`src/rtl/sarp_pkg.sv`:
```
// Package for the sync-and-ramp pulse train generator.
// Holds payload structs, phase enum, register indexes and reset values.
// No dependencies.
package sarp_pkg;

  localparam int TIME_BITS  = 16;
  localparam int INDEX_BITS = 5;

  localparam int CFG_IDX_W   = 3;
  localparam int CFG_DATA_W  = 16;
  localparam int BASE_W      = 16;
  localparam int GAP_W       = 16;
  localparam int COUNT_W     = 5;
  localparam int FGAP_W      = 16;
  localparam int SYNC_W      = 10;
  localparam int STEP_W      = 10;

  localparam logic [BASE_W-1:0]  BASE_RST  = BASE_W'(13 * 100);
  localparam logic [GAP_W-1:0]   GAP_RST   = GAP_W'(1 * 100);
  localparam logic [COUNT_W-1:0] COUNT_RST = COUNT_W'(3 + 4);
  localparam logic [FGAP_W-1:0]  FGAP_RST  = FGAP_W'(4 * 500);
  localparam logic [SYNC_W-1:0]  SYNC_RST  = SYNC_W'(50);
  localparam logic [STEP_W-1:0]  STEP_RST  = STEP_W'(50);

  typedef enum logic [CFG_IDX_W-1:0] {
    REG_BASE_WIDTH  = 3'd0,
    REG_GAP_WIDTH   = 3'd1,
    REG_PULSE_COUNT = 3'd2,
    REG_FRAME_GAP   = 3'd3,
    REG_SYNC_WIDTH  = 3'd4,
    REG_WIDTH_STEP  = 3'd5
  } cfg_reg_t;

  typedef enum logic [2:0] {
    PH_BOUNDARY = 3'd0,
    PH_SYNC     = 3'd1,
    PH_DATA     = 3'd2,
    PH_GAP      = 3'd3,
    PH_FGAP     = 3'd4
  } phase_t;

  typedef struct packed {
    logic enable_press;
    logic select_press;
  } in_item_t;

  typedef struct packed {
    logic sync_level;
    logic data_level;
    logic mode_now;
  } out_item_t;

endpackage

```
`src/rtl/sync_and_ramp_pulse_train_generator.sv`:
```
// Top level of the sync-and-ramp pulse train generator.
// Frame sequencer, config registers and result register; uses sarp_pkg.
//
//  channel | direction | handshake           | payload
//  in_     | input     | in_valid/in_stall   | sarp_pkg::in_item_t (press flags)
//  out_    | output    | out_valid/out_stall | sarp_pkg::out_item_t (pin levels, mode)
//  cfg_    | input     | cfg_valid/cfg_ready | cfg_index (3b), cfg_data (16b)
//
// One tick per cycle while in_stall is low: a request is taken every such clock and
// its levels are loaded into the result register at the accepting edge, so the
// result is offered in the next cycle. The path is one 5x10 multiply, an add and
// a compare for the phase length. in_stall is high only while a result waits and
// out_stall holds it. Synchronous active-low reset puts the sequencer at a frame
// boundary with output enabled, ascending mode and default registers.
module sync_and_ramp_pulse_train_generator (
  input  logic                              clk,
  input  logic                              rst_n,
  input  logic                              in_valid,
  output logic                              in_stall,
  input  sarp_pkg::in_item_t                in_item,
  output logic                              out_valid,
  input  logic                              out_stall,
  output sarp_pkg::out_item_t               out_item,
  input  logic                              cfg_valid,
  output logic                              cfg_ready,
  input  logic [sarp_pkg::CFG_IDX_W-1:0]    cfg_index,
  input  logic [sarp_pkg::CFG_DATA_W-1:0]   cfg_data
);
  import sarp_pkg::*;

  localparam int PROD_W = INDEX_BITS + STEP_W;
  localparam int MAX_A  = (PROD_W > BASE_W) ? PROD_W : BASE_W;
  localparam int MAX_B  = (MAX_A > TIME_BITS) ? MAX_A : TIME_BITS;
  localparam int SUM_W  = MAX_B + 1;
  localparam logic [SUM_W-1:0] TIME_MAX = SUM_W'((64'd1 << TIME_BITS) - 64'd1);

  // config registers
  logic [BASE_W-1:0]  base_width_r;
  logic [GAP_W-1:0]   gap_width_r;
  logic [COUNT_W-1:0] pulse_count_r;
  logic [FGAP_W-1:0]  frame_gap_r;
  logic [SYNC_W-1:0]  sync_width_r;
  logic [STEP_W-1:0]  width_step_r;

  // sequencer state
  phase_t                phase_r, phase_nxt;
  logic [TIME_BITS-1:0]  cnt_r, cnt_nxt;
  logic [INDEX_BITS-1:0] idx_r, idx_nxt;
  logic                  mode_r, mode_nxt;
  logic                  oe_r, oe_nxt;
  logic                  pend_en_r, pend_en_nxt;
  logic                  pend_sel_r, pend_sel_nxt;

  logic                  out_valid_r;
  out_item_t             out_item_r, out_item_nxt;

  logic                  accept;
  logic [INDEX_BITS-1:0] last;
  phase_t                ph_eff;
  logic [TIME_BITS-1:0]  cnt_eff;
  logic [INDEX_BITS-1:0] idx_eff;
  logic                  pe, ps;
  logic [PROD_W-1:0]     prod;
  logic [SUM_W-1:0]      data_sum;
  logic [SUM_W-1:0]      len;
  logic [SUM_W-1:0]      cnt_p1;
  logic                  done;
  logic                  halted;

  assign cfg_ready = 1'b1;
  assign in_stall  = out_valid_r & out_stall;
  assign accept    = in_valid & ~in_stall;
  assign out_valid = out_valid_r;
  assign out_item  = out_item_r;
  assign last      = INDEX_BITS'(pulse_count_r);

  always_ff @(posedge clk) begin
    if (!rst_n) begin
      base_width_r  <= BASE_RST;
      gap_width_r   <= GAP_RST;
      pulse_count_r <= COUNT_RST;
      frame_gap_r   <= FGAP_RST;
      sync_width_r  <= SYNC_RST;
      width_step_r  <= STEP_RST;
    end else if (cfg_valid && cfg_ready) begin
      unique case (cfg_index)
        REG_BASE_WIDTH:  base_width_r  <= BASE_W'(cfg_data);
        REG_GAP_WIDTH:   gap_width_r   <= GAP_W'(cfg_data);
        REG_PULSE_COUNT: pulse_count_r <= COUNT_W'(cfg_data);
        REG_FRAME_GAP:   frame_gap_r   <= FGAP_W'(cfg_data);
        REG_SYNC_WIDTH:  sync_width_r  <= SYNC_W'(cfg_data);
        REG_WIDTH_STEP:  width_step_r  <= STEP_W'(cfg_data);
        default: ;
      endcase
    end
  end

  always_comb begin
    pe           = pend_en_r | in_item.enable_press;
    ps           = pend_sel_r | in_item.select_press;
    oe_nxt       = oe_r;
    mode_nxt     = mode_r;
    pend_en_nxt  = pe;
    pend_sel_nxt = ps;
    ph_eff       = phase_r;
    cnt_eff      = cnt_r;
    idx_eff      = idx_r;
    halted       = 1'b0;

    // latched presses take effect only at the frame boundary
    if (phase_r == PH_BOUNDARY) begin
      oe_nxt       = oe_r ^ pe;
      mode_nxt     = mode_r ^ ps;
      pend_en_nxt  = 1'b0;
      pend_sel_nxt = 1'b0;
      if (oe_nxt) begin
        ph_eff  = PH_SYNC;
        cnt_eff = '0;
        idx_eff = mode_nxt ? last : '0;
      end else begin
        halted = 1'b1;
      end
    end

    prod     = PROD_W'(idx_eff) * PROD_W'(width_step_r);
    data_sum = SUM_W'(base_width_r) + SUM_W'(prod);

    unique case (ph_eff)
      PH_SYNC: len = SUM_W'(sync_width_r);
      PH_DATA: len = (data_sum > TIME_MAX) ? TIME_MAX : data_sum;
      PH_GAP:  len = SUM_W'(gap_width_r);
      default: len = SUM_W'(frame_gap_r);
    endcase

    cnt_p1 = SUM_W'(cnt_eff) + SUM_W'(1);
    done   = (cnt_p1 >= len);

    out_item_nxt.sync_level = ~halted & (ph_eff == PH_SYNC);
    out_item_nxt.data_level = ~halted & (ph_eff == PH_DATA);
    out_item_nxt.mode_now   = mode_nxt;

    phase_nxt = ph_eff;
    idx_nxt   = idx_eff;
    cnt_nxt   = done ? '0 : TIME_BITS'(cnt_p1);

    if (halted) begin
      phase_nxt = PH_BOUNDARY;
      cnt_nxt   = cnt_r;
    end else if (done) begin
      unique case (ph_eff)
        PH_SYNC: phase_nxt = PH_DATA;
        PH_DATA: phase_nxt = PH_GAP;
        PH_GAP: begin
          if (!mode_nxt && idx_eff < last) begin
            idx_nxt   = idx_eff + INDEX_BITS'(1);
            phase_nxt = PH_DATA;
          end else if (mode_nxt && idx_eff != '0) begin
            idx_nxt   = idx_eff - INDEX_BITS'(1);
            phase_nxt = PH_DATA;
          end else begin
            phase_nxt = (frame_gap_r == '0) ? PH_BOUNDARY : PH_FGAP;
          end
        end
        default: phase_nxt = PH_BOUNDARY;
      endcase
    end
  end

  always_ff @(posedge clk) begin
    if (!rst_n) begin
      phase_r    <= PH_BOUNDARY;
      cnt_r      <= '0;
      idx_r      <= '0;
      mode_r     <= 1'b0;
      oe_r       <= 1'b1;
      pend_en_r  <= 1'b0;
      pend_sel_r <= 1'b0;
    end else if (accept) begin
      phase_r    <= phase_nxt;
      cnt_r      <= cnt_nxt;
      idx_r      <= idx_nxt;
      mode_r     <= mode_nxt;
      oe_r       <= oe_nxt;
      pend_en_r  <= pend_en_nxt;
      pend_sel_r <= pend_sel_nxt;
    end
  end

  always_ff @(posedge clk) begin
    if (!rst_n) begin
      out_valid_r <= 1'b0;
    end else if (accept) begin
      out_valid_r <= 1'b1;
    end else if (!out_stall) begin
      out_valid_r <= 1'b0;
    end
  end

  always_ff @(posedge clk) begin
    if (accept) begin
      out_item_r <= out_item_nxt;
    end
  end

  a_accept_gives_result: assert property (@(posedge clk) disable iff (!rst_n)
    accept |=> out_valid)
    else $error("accepted request produced no result");

  a_pins_exclusive: assert property (@(posedge clk) disable iff (!rst_n)
    out_valid |-> !(out_item.sync_level && out_item.data_level))
    else $error("sync and data high together");

  a_mode_holds_in_frame: assert property (@(posedge clk) disable iff (!rst_n)
    (accept && phase_r != PH_BOUNDARY) |=> (oe_r == $past(oe_r)) && (mode_r == $past(mode_r)))
    else $error("enable or mode changed inside a frame");

  a_press_latched: assert property (@(posedge clk) disable iff (!rst_n)
    (accept && in_item.enable_press && phase_r != PH_BOUNDARY) |=> pend_en_r)
    else $error("enable press lost during frame");

endmodule

```
`config.mk`:
```
export PLATFORM = sky130hd
export DESIGN_NAME = sync_and_ramp_pulse_train_generator
export DESIGN_NICKNAME = d
export VERILOG_FILES = /design/src/rtl/sarp_pkg.sv /design/src/rtl/sync_and_ramp_pulse_train_generator.sv
export SDC_FILE = /design/constraint.sdc
export NUM_CORES = 1
export LEC_CHECK = 0
export ABC_AREA = 1
export BUFFER_PORTS_ARGS = -buffer_cell sky130_fd_sc_hd__buf_2
export CAP_MARGIN = 5
export CORE_MARGIN = 2
export CORE_UTILIZATION = 45
export DETAILED_ROUTE_END_ITERATION = 10
export GPL_TIMING_DRIVEN = 0
export SLEW_MARGIN = 20
export SYNTH_ARGS = -nofsm -noshare
export SYNTH_HDL_FRONTEND = slang
export SYNTH_SLANG_ARGS = --single-unit
```
`constraint.sdc`:
```
create_clock -name clk -period 6.4 [get_ports clk]
set_clock_uncertainty 0.2 [all_clocks]
set_input_delay 0.32 -clock clk [delete_from_list [all_inputs] [get_ports clk]]
set_output_delay 0.32 -clock clk [all_outputs]
set_load 0.01 [all_outputs]
```
==> results of run 1 <==
## per-layer routing
| metal | wire length (um) | vias to the layer above |
|---|---|---|
| met3 | 1377 | 27 |
| met5 | 0 | - |
| li1 | - | 3637 |
| met2 | 10660 | 212 |
| met1 | 10350 | 3468 |
| met4 | 369 | 0 |
## cell families after synthesis
group	synth area share
adder cells (fa/ha/maj)	0.1783
AND/OR/NAND/NOR	0.2649
AO/OA/AOI/OAI	0.1489
XOR/XNOR	0.02191
buffers and inverters	0.1048
other	0.0004938
flip-flops	0.2807
## power groups by stage
stage / Combinational [mW] / Sequential [mW] / Clock (mW)
finish: 0.715 / 0.695 / 0.574
floorplan: 0.366 / 0.706 / 0
detailed placement: 0.504 / 0.708 / 0
global route: 0.793 / 0.698 / 0.608
global placement: 0.502 / 0.708 / 0
CTS: 0.547 / 0.693 / 0.586
## worst max-delay path by stage
| stage | startpoint | endpoint | slack, ns | cells after the start |
|---|---|---|---|---|
| after floorplan | phase_r[1] | idx_r[0] | 0.35 | 37 |
| after global placement | in_item[1] | cnt_r[9] | -1.21 | 37 |
| after detailed placement | in_item[1] | cnt_r[7] | -1.22 | 37 |
| after CTS | pend_en_r | idx_r[0] | 0.005 | 38 |
| after global routing | phase_r[1] | idx_r[3] | -0.08 | 39 |
| final | phase_r[1] | phase_r[1] | 0.26 | 38 |
## layout make-up
type	instances	area, sq um	area share
multi-input cells	786	5273	0.5643
flip-flops and latches	105	2143	0.2294
inverters	166	660.6	0.07070
repair buffers	72	504.2	0.05396
well taps	220	275.3	0.02946
clock buffers	9	225.2	0.02410
plain buffers	35	193.9	0.02076
clock inverters	7	68.82	0.007365
## metrics by stage
step,utilization,instance area [sq um],hold slack [ns],setup slack (ns)
2_1_floorplan,-,7599,0.2289,0.3532
3_3_place_gp,0.4853,8019,0.2392,-1.213
3_5_place_dp,0.4853,8019,0.2432,-1.222
4_1_cts,0.5171,8544,0.007796,0.004921
5_1_grt,0.5655,9344,0.02191,-0.07679
6_report,0.5655,9344,0.01410,0.2622
## repair_timing
| action | in CTS | in global routing |
|---|---|---|
| resized for setup | 45 | 164 |
| gates cloned | 0 | 2 |
| pin swaps | 10 | 97 |
| buffers inserted | 9 | 32 |
| endpoints found under the setup margin | 24 | 24 |
## critical path, delay by kind of cell, from the launching register on
kind / cells / cell delay [ns]
buf+inv: 9 / 0.93
simple gates: 17 / 1.54
flops: 1 / 0.37
fa+ha+maj: 5 / 2.19
compound gates: 7 / 0.74
## cell usage in the layout, fill, tap and decap left out, types with 4 or more instances in the layout
cell / count
buf_2: 31
o21ai_0: 66
a221oi_1: 4
ha_4: 9
nor2_2: 23
a21oi_4: 4
clkbuf_1: 27
ha_1: 40
nand4_1: 6
nand3_1: 46
a21oi_1: 64
xnor2_1: 5
nor2_4: 16
clkinv_4: 4
o21ai_2: 13
a21oi_2: 14
nand2_1: 203
buf_6: 11
nand2_4: 13
fa_1: 36
nor2_1: 122
clkbuf_16: 9
a21o_1: 5
a211oi_1: 4
inv_2: 17
o211ai_1: 8
nand3_2: 6
xor2_1: 14
nand2_2: 24
dfxtp_1: 97
nor3_1: 5
buf_4: 35
inv_1: 140
o21ai_1: 8
inv_8: 5
## sequential cells by signal, summed over array words and instances (netlist names)
| name | count |
|---|---|
| base_width_r | 16 |
| cnt_r | 16 |
| frame_gap_r | 16 |
| gap_width_r | 16 |
| sync_width_r | 10 |
| width_step_r | 10 |
| idx_r | 5 |
| last | 5 |
| out_item | 3 |
| phase_r | 3 |
| mode_r | 1 |
| oe_r | 1 |
| out_valid | 1 |
| pend_en_r | 1 |
| pend_sel_r | 1 |
==> impl_metrics.yaml, run 1 <==
synthesis:
  yosys_warnings: 0
  synthFlopType: "dfxtp_1"
  syn_area_per_cell_sq_um: 6.961
  async_flop_share: 0
  synth.top_cell.area_share: 0.2689
  yosysMostFrequentCell: "nand2_1"
  synth.largest_area_cell: "dfxtp_1"
  yosysSeqAreaShare: 0.2807
  synth_seq_cells: 105
  synth_cells: 1091
  synth_area_sq_mm: 0.007595
  synthTopCellsByArea: "dfxtp_1 27%, nand2_1 11%, fa_1 9.8%"
  synth_edf_count: 3
  synth.distinct_cells: 48
  ys_top_cells_by_count: "226 x nand2_1, 156 x inv_1, 151 x nor2_1"
critical_path:
  crit_path_top_delay_cell: "fa_1"
  cp-start-kind: "flip-flop"
  cp.arrival_ns: 6.17
  r2r.worst_path.cells: 38
  crit_required_ns: 6.43
  crit_top_cell: "nand2_1"
  end_kind: "flip-flop"
  reg2reg_slack_ns: 0.26
  worst-path-max-fanout: 5
  r2r_end: "phase_r[1]"
  critical_path_class: "reg -> reg"
  slowest_delay_ns: 0.53
  r2r_start: "phase_r[1]"
power:
  seqPwrFrac: 0.350
  power_density_mw_per_mm2: 212.2
  switchingPower_mw: 0.7423
  peakVddDrop_mv: 0.1733
  power.total_mw: 1.983
  p_leak_nw: 4.241
  power_frac_comb: 0.360
  clkPwrFrac: 0.289
  internal-power_mw: 1.241
  p_sw_frac: 0.3743
route:
  wl_um: 22760
  drc: 0
  drt_iter0_markers: 470
  viasPerCell: 5.246
  drtPass1Iterations: 7
  postRouteAntennaNets: 0
  routedWlPerCell_um: 16.26
  vias: 7344
clock_network:
  cts-buffers-inserted: 9
  ctsLongestPathBuffers: 2
  holdBufCountCts: 0
  cts-root-buf: "clkbuf_16"
  cts_tree: "done"
  path_clk_slew_ns: 0.08
  ctsHtreeMaxLevel: 3
  clock-sinks: 105
  clock_latency_ns: 0.37
sta:
  rsz0062_at_grt: "yes"
  timing.fmax_mhz: 162.9
  final_max_slew_viol_count: 0
  relSlewSlack: 0.4215
  period_needed_ns: 6.138
  tightest_slew_ns: 0.8598
  finalSetupTns_ns: 0
  setup_violations: 0
  post-route-period-util: 0.9590
  hold_viol: 0
placed_design:
  port_buffers: 29
  gp_congestion: 0.8924
  place_hpwl_um: 16820
  dpl.cell_count: 1341
global_routing:
  antenna_found_initial: 0
  grt_pass1_wl_um: 35920
  overflow: 0
  grt_max_degree: 21
  grt_use_met1: 0.3558
  grt.total_usage: 0.2573
  busiest_layer: "met2"
  use_met2: 0.4248
  grt_pass1_vias: 6882
  grtUsageMet3: 0.04573
layout:
  antenna_cells: 0
  drive_gt1_frac: 0.2220
  fill_cells: 1599
  nets: 1287
  final_cells: 1400
  area_delta_synth_final_pct: 23.03
floorplan:
  die_area_sq_mm: 0.01793
  floorplan.initialDensity: 0.4596
  core-area_sq_mm: 0.01652
  fp.dieH_um: 133.9
  rows: 47
  dieWidth_um: 133.9
  pin_count: 32
worst_hold_path:
  min_path_type: "in -> reg"
  worstHoldStart: "cfg_data[12]"
  hold_depth: 3
  min_to: "gap_width_r[12]"
run:
  cap_violations: 0
status:
  status: "complete, no violations"
No activity file was read; power rests on OpenSTA's default activity.
==> run 2: changes to the inputs <==
--- a/config.mk
+++ b/config.mk
@@ -5,7 +5,7 @@
 export SDC_FILE = /design/constraint.sdc
 export NUM_CORES = 1
 export LEC_CHECK = 0
-export ABC_AREA = 1
+export ABC_AREA = 0
 export BUFFER_PORTS_ARGS = -buffer_cell sky130_fd_sc_hd__buf_2
 export CAP_MARGIN = 5
 export CORE_MARGIN = 2
==> impl_metrics.yaml, run 2 <==
status:
  status: "finished, violations left"
  violations: "negative setup slack"
clock_network:
  ctsHtreeMaxLevel: 3
  clock_latency_ns: 0.36
  cts-root-buf: "clkbuf_16"
  cts-buffers-inserted: 9
  ctsLongestPathBuffers: 2
  cts_tree: "done"
  clock-sinks: 105
  path_clk_slew_ns: 0.07
route:
  routedWlPerCell_um: 18.72
  drc: 0
  drt_iter0_markers: 449
  wl_um: 23960
  viasPerCell: 5.526
  postRouteAntennaNets: 0
  drtPass1Iterations: 5
  vias: 7073
floorplan:
  die_area_sq_mm: 0.01792
  core-area_sq_mm: 0.01652
  dieWidth_um: 133.9
  fp.dieH_um: 133.9
  floorplan.initialDensity: 0.4592
  rows: 47
  pin_count: 32
critical_path:
  end_kind: "flip-flop"
  worst-path-max-fanout: 7
  crit_required_ns: 6.50
  critical_path_class: "reg -> reg"
  slowest_delay_ns: 0.49
  cp.arrival_ns: 6.75
  critPathLaunch: "pend_en_r"
  cp-start-kind: "flip-flop"
  crit_path_top_delay_cell: "fa_1"
  r2r_start: "pend_en_r"
  r2r.worst_path.cells: 30
sta:
  hold_viol: 0
  rsz0062_at_grt: "yes"
  relSlewSlack: 0.3334
  setup_violations: 24
  timing.fmax_mhz: 150.3
  final_max_slew_viol_count: 0
  tightest_slew_ns: 0.9923
  worst_slack_ns: -0.2534
  period_needed_ns: 6.653
  post-route-period-util: 1.040
power:
  peakVddDrop_mv: 0.1371
  p_leak_nw: 3.937
  power_density_mw_per_mm2: 189.0
layout:
  antenna_cells: 0
  drive_gt1_frac: 0.2443
  layout_common_cells: "197 x nand2_1, 96 x dfxtp_1, 71 x inv_1"
  fin_area_sq_mm: 0.009742
  final_common_cell: "nand2_1"
  register_area_sq_mm: 0.002147
  nets: 1169
  fill_cells: 1493
  multi_input_area_sq_mm: 0.005784
  area_delta_synth_final_pct: 28.38
  final_cells: 1280
worst_hold_path:
  hold_depth: 3
  min_path_type: "in -> reg"
  worstHoldStart: "cfg_data[10]"
synthesis:
  synth.distinct_cells: 64
  synth_compound_area_frac: 0.1970
  synth_top_family_by_area: "simple AND/OR/NAND/NOR gates"
  yosysMostFrequentCell: "nand2_1"
  synthFlopType: "dfxtp_1"
  synth_cells: 955
  synth.largest_area_cell: "dfxtp_1"
  synth_seq_cells: 105
  ys_top_cells_by_count: "204 x nand2_1, 102 x dfxtp_1, 80 x inv_1"
  synthTopCellsByArea: "dfxtp_1 27%, nand2_1 10%, fa_1 9.8%"
  yosys.area_share.simple: 0.2427
  syn_area_per_cell_sq_um: 7.946
  synth_edf_count: 3
  synthAdderAreaFrac: 0.1784
  yosysSeqAreaShare: 0.2810
  synth_xor_area_frac: 0.03017
  muxShareOfSynthArea: 0.007255
  synth_area_sq_mm: 0.007589
  synth.top_cell.area_share: 0.2691
  yosys_warnings: 0
  async_flop_share: 0
global_routing:
  grt.total_usage: 0.2764
  grt_max_degree: 17
  use_met2: 0.4479
  overflow: 0
  grt_pass1_vias: 6891
  busiest_layer: "met2"
  grt_pass1_wl_um: 37960
  grtUsageMet3: 0.05102
  antenna_found_initial: 0
  grt_use_met1: 0.3666
placed_design:
  dpl.cell_count: 1204
  port_buffers: 28
  placed_area_sq_mm: 0.008362
  place_hpwl_um: 16520
  gp_congestion: 0.8908
run:
  cap_violations: 0
## run 2: changes by cell type after synthesis, moves of 8 or more
cell and delta:
nand4_1 +8, o21ai_0 -56, nand2_1 -22, nor2b_1 +12, a222oi_1 +10, a21oi_1 -45
clkbuf_1 +11, nor2_1 -118, and2_1 +37, nand2_2 -13, inv_1 -76, a21boi_0 +72
## run 2: metrics by stage
step / TNS (ns) / util / power [mW] / setup slack [ns] / hold slack, ns
detailed placement: -27.29 / 0.5060 / 1.152 / -1.244 / 0.2565
CTS: -4.332 / 0.5746 / 1.795 / -0.2194 / 0.008777
global route: -9.762 / 0.5895 / 1.938 / -0.4473 / 0.02273
floorplan: 0 / - / 1.019 / 0.01001 / 0.2414
finish: -5.286 / 0.5895 / 1.842 / -0.2534 / 0.02059
global placement: -27.56 / 0.5054 / 1.149 / -1.251 / 0.2524
## run 2: worst paths after layout
path / slack, ns / end
setup / recovery: -0.25 / cnt_r[13]
setup reg to reg: -0.25 / cnt_r[13]
hold reg to reg: 0.27 / sync_width_r[7]
hold / removal: 0.02 / frame_gap_r[10]
## run 2: timing repair
item / in CTS / in global routing
pin swaps: 82 / 26
setup endpoints to repair: 24 / 24
gates cloned: 3 / 0
resized for setup: 101 / 45
hold endpoints to repair: 1 / 0
setup buffers: 49 / 13
hold buffers: 1 / 0
## run 2: kinds of logic (layout without fill, tap and decap cells)
| kind of cell | after synthesis | after routing |
|---|---|---|
| AOI/OAI and AO/OA | 214 | 215 |
| xor gates and xnor gates | 24 | 24 |
| adders and majority gates | 86 | 86 |
| buffers and inverters | 124 | 227 |
| other | 1 | 2 |
| DFF | 105 | 105 |
| and+or+nand+nor | 396 | 396 |
| muxes | 5 | 5 |
## run 2: per-layer routing
layer / wire, um / share of wire
met2: 11030 / 0.46
met1: 10810 / 0.45
met3: 1267 / 0.053
met5: 0 / 0
met4: 850 / 0.035
## run 2: critical path, delay by kind of cell (launching register included)
family,cells,cell delay (ns)
adder cells (fa/ha/maj),5,1.95
AO/OA/AOI/OAI,10,1.85
buffers and inverters,9,1.15
AND/OR/NAND/NOR,6,1.09
flip-flops,1,0.35
## run 2: power by group
part	total (mW)	switching (mW)	internal, mW
clock network	0.530	0.269	0.260
registers	0.694	0.0190	0.675
logic	0.618	0.347	0.271
## run 2: cell type report
| cell class | count | area share |
|---|---|---|
| multi-input cells | 728 | 0.5938 |
| inverters | 82 | 0.03185 |
| clock buffers | 9 | 0.02312 |
| plain buffers | 39 | 0.02864 |
| well taps | 220 | 0.02826 |
| flip-flops and latches | 105 | 0.2204 |
| repair buffers | 92 | 0.07051 |
| clock inverters | 5 | 0.003468 |
